$ cat src/design/lpht_pkg.sv
// Shared types and constants of the linear probing hash table.
// Used by the controller, the datapath, the top level and the checker.
package lpht_pkg;

  localparam int SLOTS_DEF = 11;
  localparam int KEY_W     = 12;
  localparam int CHAR_W    = 8;
  localparam int SLOT_W    = 6;
  localparam int PROBE_W   = 7;
  localparam logic [KEY_W-1:0] KEY_MAX = 12'hFFF;

  localparam logic MODE_INSERT = 1'b0;
  localparam logic MODE_SEARCH = 1'b1;

  typedef enum logic [1:0] {
    ST_INSERTED  = 2'd0,
    ST_FULL      = 2'd1,
    ST_FOUND     = 2'd2,
    ST_NOT_FOUND = 2'd3
  } status_t;

  typedef enum logic [2:0] {
    S_IDLE,
    S_MOD,
    S_INIT,
    S_RD,
    S_CMP,
    S_DONE
  } state_t;

  typedef struct packed {
    logic acc_char;
    logic start_key;
    logic mod_step;
    logic probe_init;
    logic mem_rd;
    logic probe_eval;
    logic load_out;
  } dp_cmd_t;

  typedef struct packed {
    logic mod_done;
    logic probe_hit;
    logic probe_last;
    logic out_free;
  } dp_stat_t;

endpackage

$ cat src/design/lpht_ctrl.sv
// Controller state machine of the hash table: sequences the key reduction,
// the probe walk and the result hand-off. Depends on lpht_pkg.
module lpht_ctrl
  import lpht_pkg::*;
(
  input  logic     clk,
  input  logic     rst_n,
  input  logic     in_valid,
  input  logic     in_last_char,
  output logic     in_stall,
  input  dp_stat_t stat,
  output dp_cmd_t  cmd
);

  state_t state_r, state_nxt;

  always_ff @(posedge clk) begin
    if (!rst_n) begin
      state_r <= S_IDLE;
    end else begin
      state_r <= state_nxt;
    end
  end

  always_comb begin
    state_nxt = state_r;
    cmd       = '0;
    in_stall  = 1'b1;
    unique case (state_r)
      S_IDLE: begin
        in_stall = 1'b0;
        if (in_valid) begin
          if (in_last_char) begin
            cmd.start_key = 1'b1;
            state_nxt     = S_MOD;
          end else begin
            cmd.acc_char = 1'b1;
          end
        end
      end
      S_MOD: begin
        cmd.mod_step = 1'b1;
        if (stat.mod_done) begin
          state_nxt = S_INIT;
        end
      end
      S_INIT: begin
        cmd.probe_init = 1'b1;
        state_nxt      = S_RD;
      end
      S_RD: begin
        cmd.mem_rd = 1'b1;
        state_nxt  = S_CMP;
      end
      S_CMP: begin
        cmd.probe_eval = 1'b1;
        if (stat.probe_hit || stat.probe_last) begin
          state_nxt = S_DONE;
        end else begin
          state_nxt = S_RD;
        end
      end
      S_DONE: begin
        if (stat.out_free) begin
          cmd.load_out = 1'b1;
          state_nxt    = S_IDLE;
        end
      end
      default: begin
        state_nxt = S_IDLE;
      end
    endcase
  end

endmodule

$ cat src/design/lpht_dp.sv
// Datapath of the hash table: key accumulator, reciprocal modulo unit,
// slot key memory with valid bits, probe counters and result register.
// Depends on lpht_pkg.
module lpht_dp
  import lpht_pkg::*;
#(
  parameter int SLOTS = SLOTS_DEF
) (
  input  logic                clk,
  input  logic                rst_n,
  input  dp_cmd_t             cmd,
  output dp_stat_t            stat,
  input  logic                in_mode,
  input  logic [CHAR_W-1:0]   in_char_code,
  output logic                out_valid,
  input  logic                out_stall,
  output logic [1:0]          out_status,
  output logic [SLOT_W-1:0]   out_slot,
  output logic [PROBE_W-1:0]  out_probes,
  output logic [KEY_W-1:0]    out_key
);

  localparam int IW = $clog2(SLOTS);
  localparam int RW = $clog2(2 * SLOTS);
  localparam int RECIP_SH = 24;
  localparam int PROD_W   = KEY_W + RECIP_SH;
  localparam logic [RW-1:0] SLOTS_R  = RW'(SLOTS);
  localparam logic [IW-1:0] LAST_IDX = IW'(SLOTS - 1);
  localparam logic [KEY_W-1:0] SLOTS_K = KEY_W'(SLOTS);
  localparam logic [RECIP_SH-1:0] RECIP = RECIP_SH'((1 << RECIP_SH) / SLOTS);

  logic [KEY_W-1:0]   sum_r;
  logic [KEY_W:0]     sum_ext;
  logic [KEY_W-1:0]   sum_sat;
  logic [KEY_W-1:0]   key_r;
  logic               mode_r;
  logic               mphase_r;
  logic [PROD_W-1:0]  recip_prod;
  logic [KEY_W-1:0]   quot_r;
  logic [KEY_W-1:0]   rem_full;
  logic [RW-1:0]      rem_r;
  logic [RW-1:0]      home_slot;
  logic [IW-1:0]      pos_r;
  logic [IW-1:0]      pos_inc;
  logic [IW-1:0]      cnt_r;
  logic [KEY_W-1:0]   mem [SLOTS];
  logic [KEY_W-1:0]   mem_q;
  logic [SLOTS-1:0]   valid_r;
  logic               valid_q;
  logic [KEY_W-1:0]   eff_key;
  logic               hit;
  logic               last_probe;
  status_t            res_status_r;
  logic [SLOT_W-1:0]  res_slot_r;
  logic [PROBE_W-1:0] res_probes_r;
  logic               out_valid_r;
  status_t            out_status_r;
  logic [SLOT_W-1:0]  out_slot_r;
  logic [PROBE_W-1:0] out_probes_r;
  logic [KEY_W-1:0]   out_key_r;

  assign sum_ext = {1'b0, sum_r} + {{(KEY_W + 1 - CHAR_W){1'b0}}, in_char_code};
  assign sum_sat = sum_ext[KEY_W] ? KEY_MAX : sum_ext[KEY_W-1:0];

  // The quotient estimate is low by at most one, so one subtraction finishes the remainder.
  assign recip_prod = {{RECIP_SH{1'b0}}, key_r} * {{KEY_W{1'b0}}, RECIP};
  assign rem_full   = key_r - quot_r * SLOTS_K;
  assign home_slot  = (rem_r >= SLOTS_R) ? (rem_r - SLOTS_R) : rem_r;

  assign pos_inc    = (pos_r == LAST_IDX) ? '0 : pos_r + 1'b1;
  assign eff_key    = valid_q ? mem_q : '0;
  assign hit        = (mode_r == MODE_INSERT) ? (eff_key == '0) : (eff_key == key_r);
  assign last_probe = (cnt_r == LAST_IDX);

  assign stat.mod_done   = mphase_r;
  assign stat.probe_hit  = hit;
  assign stat.probe_last = last_probe;
  assign stat.out_free   = !out_valid_r || !out_stall;

  always_ff @(posedge clk) begin
    if (!rst_n) begin
      sum_r <= '0;
    end else if (cmd.acc_char) begin
      sum_r <= sum_sat;
    end else if (cmd.start_key) begin
      sum_r <= '0;
    end
  end

  always_ff @(posedge clk) begin
    if (cmd.start_key) begin
      key_r    <= sum_sat;
      mode_r   <= in_mode;
      mphase_r <= 1'b0;
    end else if (cmd.mod_step) begin
      mphase_r <= 1'b1;
      if (!mphase_r) begin
        quot_r <= recip_prod[PROD_W-1:RECIP_SH];
      end else begin
        rem_r <= rem_full[RW-1:0];
      end
    end
  end

  always_ff @(posedge clk) begin
    if (cmd.probe_init) begin
      pos_r <= IW'(home_slot);
      cnt_r <= '0;
    end else if (cmd.probe_eval && !hit) begin
      pos_r <= pos_inc;
      cnt_r <= cnt_r + 1'b1;
    end
  end

  always_ff @(posedge clk) begin
    if (cmd.mem_rd) begin
      mem_q   <= mem[pos_r];
      valid_q <= valid_r[pos_r];
    end
    if (cmd.probe_eval && hit && (mode_r == MODE_INSERT)) begin
      mem[pos_r] <= key_r;
    end
  end

  always_ff @(posedge clk) begin
    if (!rst_n) begin
      valid_r <= '0;
    end else if (cmd.probe_eval && hit && (mode_r == MODE_INSERT)) begin
      valid_r[pos_r] <= 1'b1;
    end
  end

  always_ff @(posedge clk) begin
    if (cmd.probe_eval) begin
      priority if (hit) begin
        res_slot_r <= SLOT_W'(pos_r);
        if (mode_r == MODE_INSERT) begin
          res_status_r <= ST_INSERTED;
          res_probes_r <= '0;
        end else begin
          res_status_r <= ST_FOUND;
          res_probes_r <= PROBE_W'(cnt_r) + 1'b1;
        end
      end else if (last_probe) begin
        res_slot_r <= '0;
        if (mode_r == MODE_INSERT) begin
          res_status_r <= ST_FULL;
          res_probes_r <= '0;
        end else begin
          res_status_r <= ST_NOT_FOUND;
          res_probes_r <= PROBE_W'(SLOTS);
        end
      end
    end
  end

  always_ff @(posedge clk) begin
    if (!rst_n) begin
      out_valid_r <= 1'b0;
    end else if (cmd.load_out) begin
      out_valid_r <= 1'b1;
    end else if (!out_stall) begin
      out_valid_r <= 1'b0;
    end
  end

  always_ff @(posedge clk) begin
    if (cmd.load_out) begin
      out_status_r <= res_status_r;
      out_slot_r   <= res_slot_r;
      out_probes_r <= res_probes_r;
      out_key_r    <= key_r;
    end
  end

  assign out_valid  = out_valid_r;
  assign out_status = out_status_r;
  assign out_slot   = out_slot_r;
  assign out_probes = out_probes_r;
  assign out_key    = out_key_r;

endmodule

$ cat src/design/linear_probe_hash_table_top.sv
// Top level of the linear probing hash table: controller plus datapath.
// Depends on lpht_pkg, lpht_ctrl and lpht_dp.
//
// Characters that are not last are taken while idle and produce no result. A
// last character stalls the input while the key is reduced modulo SLOTS by a
// reciprocal multiplication (quotient estimate, then remainder), the
// remainder is brought below SLOTS to set the home slot, each probed slot is
// read from the key memory (registered read, then compare), and the result is
// handed to the output register. While an earlier result is still stalled in
// the output register the controller waits before the hand-off. The single
// read port of the key memory sets the probe pace. The key store is valid-bit
// cleared at reset, with no sweep.
module linear_probe_hash_table_top
  import lpht_pkg::*;
#(
  parameter int SLOTS = SLOTS_DEF
) (
  input  logic               clk,
  input  logic               rst_n,
  input  logic               in_valid,
  output logic               in_stall,
  input  logic               in_mode,
  input  logic [CHAR_W-1:0]  in_char_code,
  input  logic               in_last_char,
  output logic               out_valid,
  input  logic               out_stall,
  output logic [1:0]         out_status,
  output logic [SLOT_W-1:0]  out_slot,
  output logic [PROBE_W-1:0] out_probes,
  output logic [KEY_W-1:0]   out_key
);

  dp_cmd_t  cmd;
  dp_stat_t stat;

  lpht_ctrl u_ctrl (
    .clk          (clk),
    .rst_n        (rst_n),
    .in_valid     (in_valid),
    .in_last_char (in_last_char),
    .in_stall     (in_stall),
    .stat         (stat),
    .cmd          (cmd)
  );

  lpht_dp #(
    .SLOTS (SLOTS)
  ) u_dp (
    .clk          (clk),
    .rst_n        (rst_n),
    .cmd          (cmd),
    .stat         (stat),
    .in_mode      (in_mode),
    .in_char_code (in_char_code),
    .out_valid    (out_valid),
    .out_stall    (out_stall),
    .out_status   (out_status),
    .out_slot     (out_slot),
    .out_probes   (out_probes),
    .out_key      (out_key)
  );

endmodule

$ cat config.mk
export PLATFORM = sky130hd
export DESIGN_NAME = linear_probe_hash_table_top
export DESIGN_NICKNAME = d
export VERILOG_FILES = /design/src/design/lpht_pkg.sv /design/src/design/lpht_ctrl.sv /design/src/design/lpht_dp.sv /design/src/design/linear_probe_hash_table_top.sv
export SDC_FILE = /design/constraint.sdc
export NUM_CORES = 1
export LEC_CHECK = 0
export BUFFER_PORTS_ARGS = -buffer_cell sky130_fd_sc_hd__clkbuf_2
export CORE_MARGIN = 2
export CORE_UTILIZATION = 50
export CTS_CLUSTER_SIZE = 28
export DETAILED_ROUTE_END_ITERATION = 8
export PLACE_DENSITY = 0.78
export SLEW_MARGIN = 20
export SYNTH_ARGS = -nofsm -noshare
export SYNTH_HDL_FRONTEND = slang
export SYNTH_SLANG_ARGS = --single-unit
$ cat constraint.sdc
create_clock -name clk -period 4.8 [get_ports clk]
set_input_delay 0.24 -clock clk [delete_from_list [all_inputs] [get_ports clk]]
set_output_delay 0.24 -clock clk [all_outputs]
set_load 0.03 [all_outputs]
==> flow_summary_export.csv <==
group,metric,value,unit
run_status,status,"finished, violations left",
global_route,grt_pass1_wl,43000,um
global_route,track_usage,0.210,
synthesis,synthCells,951,
place,globalplace.congestion,0.924,
clock_tree,cts_root_buf,"clkbuf_16",
timing,finClkSkew,0.0172,ns
min_path,worstHoldStart,"out_stall",
finish,drive_gt1_frac,0.175,
setup_path,cp-end-kind,"flop",
synthesis,yosysUniqueCellTypes,66,
synthesis,netlist_area,0.0127,mm^2
min_path,hold_path.class,"in2reg",
floorplanning,coreArea,0.0251,mm^2
floorplanning,num_io_pins,43,
floorplanning,start_util,0.507,
timing,setup_slack,-0.0403,ns
global_route,antenna_found_initial,1,
synthesis,synth_common_cells,"edfxtp_1 (206), inv_1 (134), ha_1 (89), nand2_1 (71), fa_1 (61)",
finish,n_fill_cell,1944,
timing,slew_headroom,0.395,
timing,post-route-period-util,1.01,
place,place_area,0.0136,mm^2
synthesis,seq_area_frac_synth,0.536,
place,dp_hpwl,18400,um
route,antenna_left,0,
timing,fmax,207,MHz
timing,rsz0062_at_grt,"yes",
synthesis,post-synth-top-count-cell,"edfxtp_1",
clock_tree,clockBufferDepth,3,
synthesis,synthFlopType,"edfxtp_1",
synthesis,synth_top_area_cell,"edfxtp_1",
route,drtIter0Drc,631,
timing,fin_crit,4.84,ns
route,vias_per_cell,5.57,
setup_path,critPathLaunchType,"flop",
setup_path,rrSetupSlack,-0.04,ns
synthesis,async_flop_share,0,
run,max-cap-violations,0,
synthesis,synth-seq-cells,238,
setup_path,cp_max_fo,3,
global_route,grt_max_degree,62,
route,wl_per_cell,19.5,um
synthesis,yosysWarnings,0,
clock_tree,cts_buffers,25,
setup_path,cp.required,5.07,ns
clock_tree,ctsHtreeMaxLevel,1,
timing,drv_slew,0,
place,place.port_buffers,38,
finish,nets,1204,
finish,syn_to_final_growth,14.0,%
timing,hold_viol,0,
synthesis,avgSynthCellArea,13.4,um^2
setup_path,crit_start,"u_dp.key_r[9]$_DFFE_PP_",
timing,holdWs,0.0328,ns
synthesis,synthTopCellsByArea,"edfxtp_1 (49%), fa_1 (9.6%), ha_1 (8.7%), dfxtp_1 (5.0%), mux4_2 (4.6%)",
floorplanning,rows,58,
floorplanning,die_h,164,um
clock_tree,insertion_delay,0.54,ns
route,routed_wl,27100,um
finish,finish.instance_area,0.0145,mm^2
run_status,failed_checks,"negative setup slack",
setup_path,criticalPathCategory,"reg2reg",
clock_tree,cts_tree,"built",
timing,finalSetupViolCount,2,
global_route,grt_pass1_vias,8106,
route,drc,0,
setup_path,reg2reg_from,"u_dp.key_r[9]$_DFFE_PP_",
finish,n_antenna_cell,0,
synthesis,synth_edf_count,206,
route,vias,7727,
synthesis,yosysTopAreaCellShare,0.486,
floorplanning,die_area,0.0268,mm^2
timing,worst_slew_pin_slew,0.906,ns
clock_tree,cts.sinks,238,
clock_tree,clkTransAtPathRegs,0.06,ns
floorplanning,die_w,164,um
setup_path,cp.arrival,5.11,ns
global_route,gr-total-overflow,0,
route,first_pass_iters,5,
[placed cells by master, fill, tap and decap left out, drive strengths merged, types with 2 or more instances in the layout]
master,instances
a211oi,2
a21boi,4
a21o,7
a21oi,23
a22o,8
a22oi,5
a311oi,2
a31oi,3
and2,2
and3,11
and4,2
buf,49
clkbuf,76
clkinv,3
conb,4
dfxtp,32
edfxtp,206
fa,61
ha,89
inv,137
mux2i,31
mux4,26
nand2,72
nand2b,6
nand3,9
nand3b,3
nor2,38
nor2b,6
nor3,6
nor3b,3
nor4,2
nor4bb,2
o21a,16
o21ai,51
o21bai,2
o22ai,5
or3,2
xnor2,23
xor2,9
[state kept, by name (all words and copies together), names as in the netlist]
register           cells
u_dp.out_valid         1
u_dp.rem_r             5
u_dp.sum_r            12
u_dp.valid_q           1
u_dp.res_status_r      2
u_dp.mode_r            1
u_dp.cnt_r             4
u_dp.key_r            12
u_dp.valid_r          11
u_dp.out_key          12
u_dp.res_probes_r      5
u_dp.quot_r            5
u_dp.mphase_r          1
u_dp.mem_q            12
u_dp.res_slot_r        4
u_dp.mem             132
u_ctrl.state_r         3
u_dp.out_slot          4
u_dp.out_status        2
u_dp.pos_r             4
u_dp.out_probes        5
[path summary, 6_finish.rpt]
path | end | depth (start not counted)
worst min register to register | u_dp.out_probes[0]$_DFFE_PP_ | 0
worst max-delay path | u_dp.quot_r[4]$_DFFE_PP_ | 17
worst max register to register | u_dp.quot_r[4]$_DFFE_PP_ | 17
worst min-delay path | u_dp.out_valid$_SDFFE_PN0P_ | 3
[cells by family after synthesis]
family,share of synthesized area
flip-flops,0.536
AND/OR/NAND/NOR,0.0623
buffers and inverters,0.0504
adder cells (fa/ha/maj),0.183
AO/OA/AOI/OAI,0.0757
multiplexers,0.0703
XOR/XNOR,0.0220
other,0.000294
[layer usage]
layer / vias to the layer above / GRT usage / routed length (um)
met5: - / 0 / 0
met4: 0 / 0.0642 / 804
met3: 71 / 0.0338 / 1800
met2: 268 / 0.368 / 13700
met1: 3842 / 0.268 / 10800
li1: 3546 / - / -
[stage by stage]
step / utilization / TNS, ns / worst slack [ns] / cells
after floorplan: - / 0 / 0.0125 / 954
after global placement: 0.542 / 0 / 0.0208 / 1337
after detailed placement: 0.542 / -0.0973 / -0.0774 / 1337
after CTS: 0.576 / -0.0839 / -0.0620 / 1386
after global routing: 0.578 / -0.548 / -0.188 / 1388
final: 0.578 / -0.0645 / -0.0403 / 1388
[critical path, cell delays in order (launching register included)]
cell and delay [ns]:
edfxtp_1 0.39, buf_4 0.15, fa_2 0.53, fa_2 0.46
fa_2 0.56, inv_2 0.04, fa_2 0.42, fa_1 0.51
inv_2 0.05, ha_4 0.26, and3_1 0.15, o2111ai_1 0.09
a31o_1 0.22, a311oi_2 0.20, buf_4 0.19, a41oi_4 0.11
o21bai_2 0.15, xnor2_1 0.09
[what timing repair did]
action                                 CTS  global route
resized for setup                        6            10
setup endpoints to repair                3             5
setup buffers                            3             2
pin swaps                                5             6
hold buffers                             1             0
endpoints found under the hold margin    1             0
[layout make-up]
class	instances	area, um^2	share of cell area
sequential	238	6830	0.470
multi-input combinational	552	5390	0.372
clock buffer	38	724	0.0499
timing repair buffer	88	576	0.0396
inverter	135	507	0.0349
tap	330	413	0.0284
clock inverter	7	78.8	0.00543
Power is left out: the tool's default activity adds up to more than one toggle a clock period on the data nets, which glitch-free logic cannot reach.
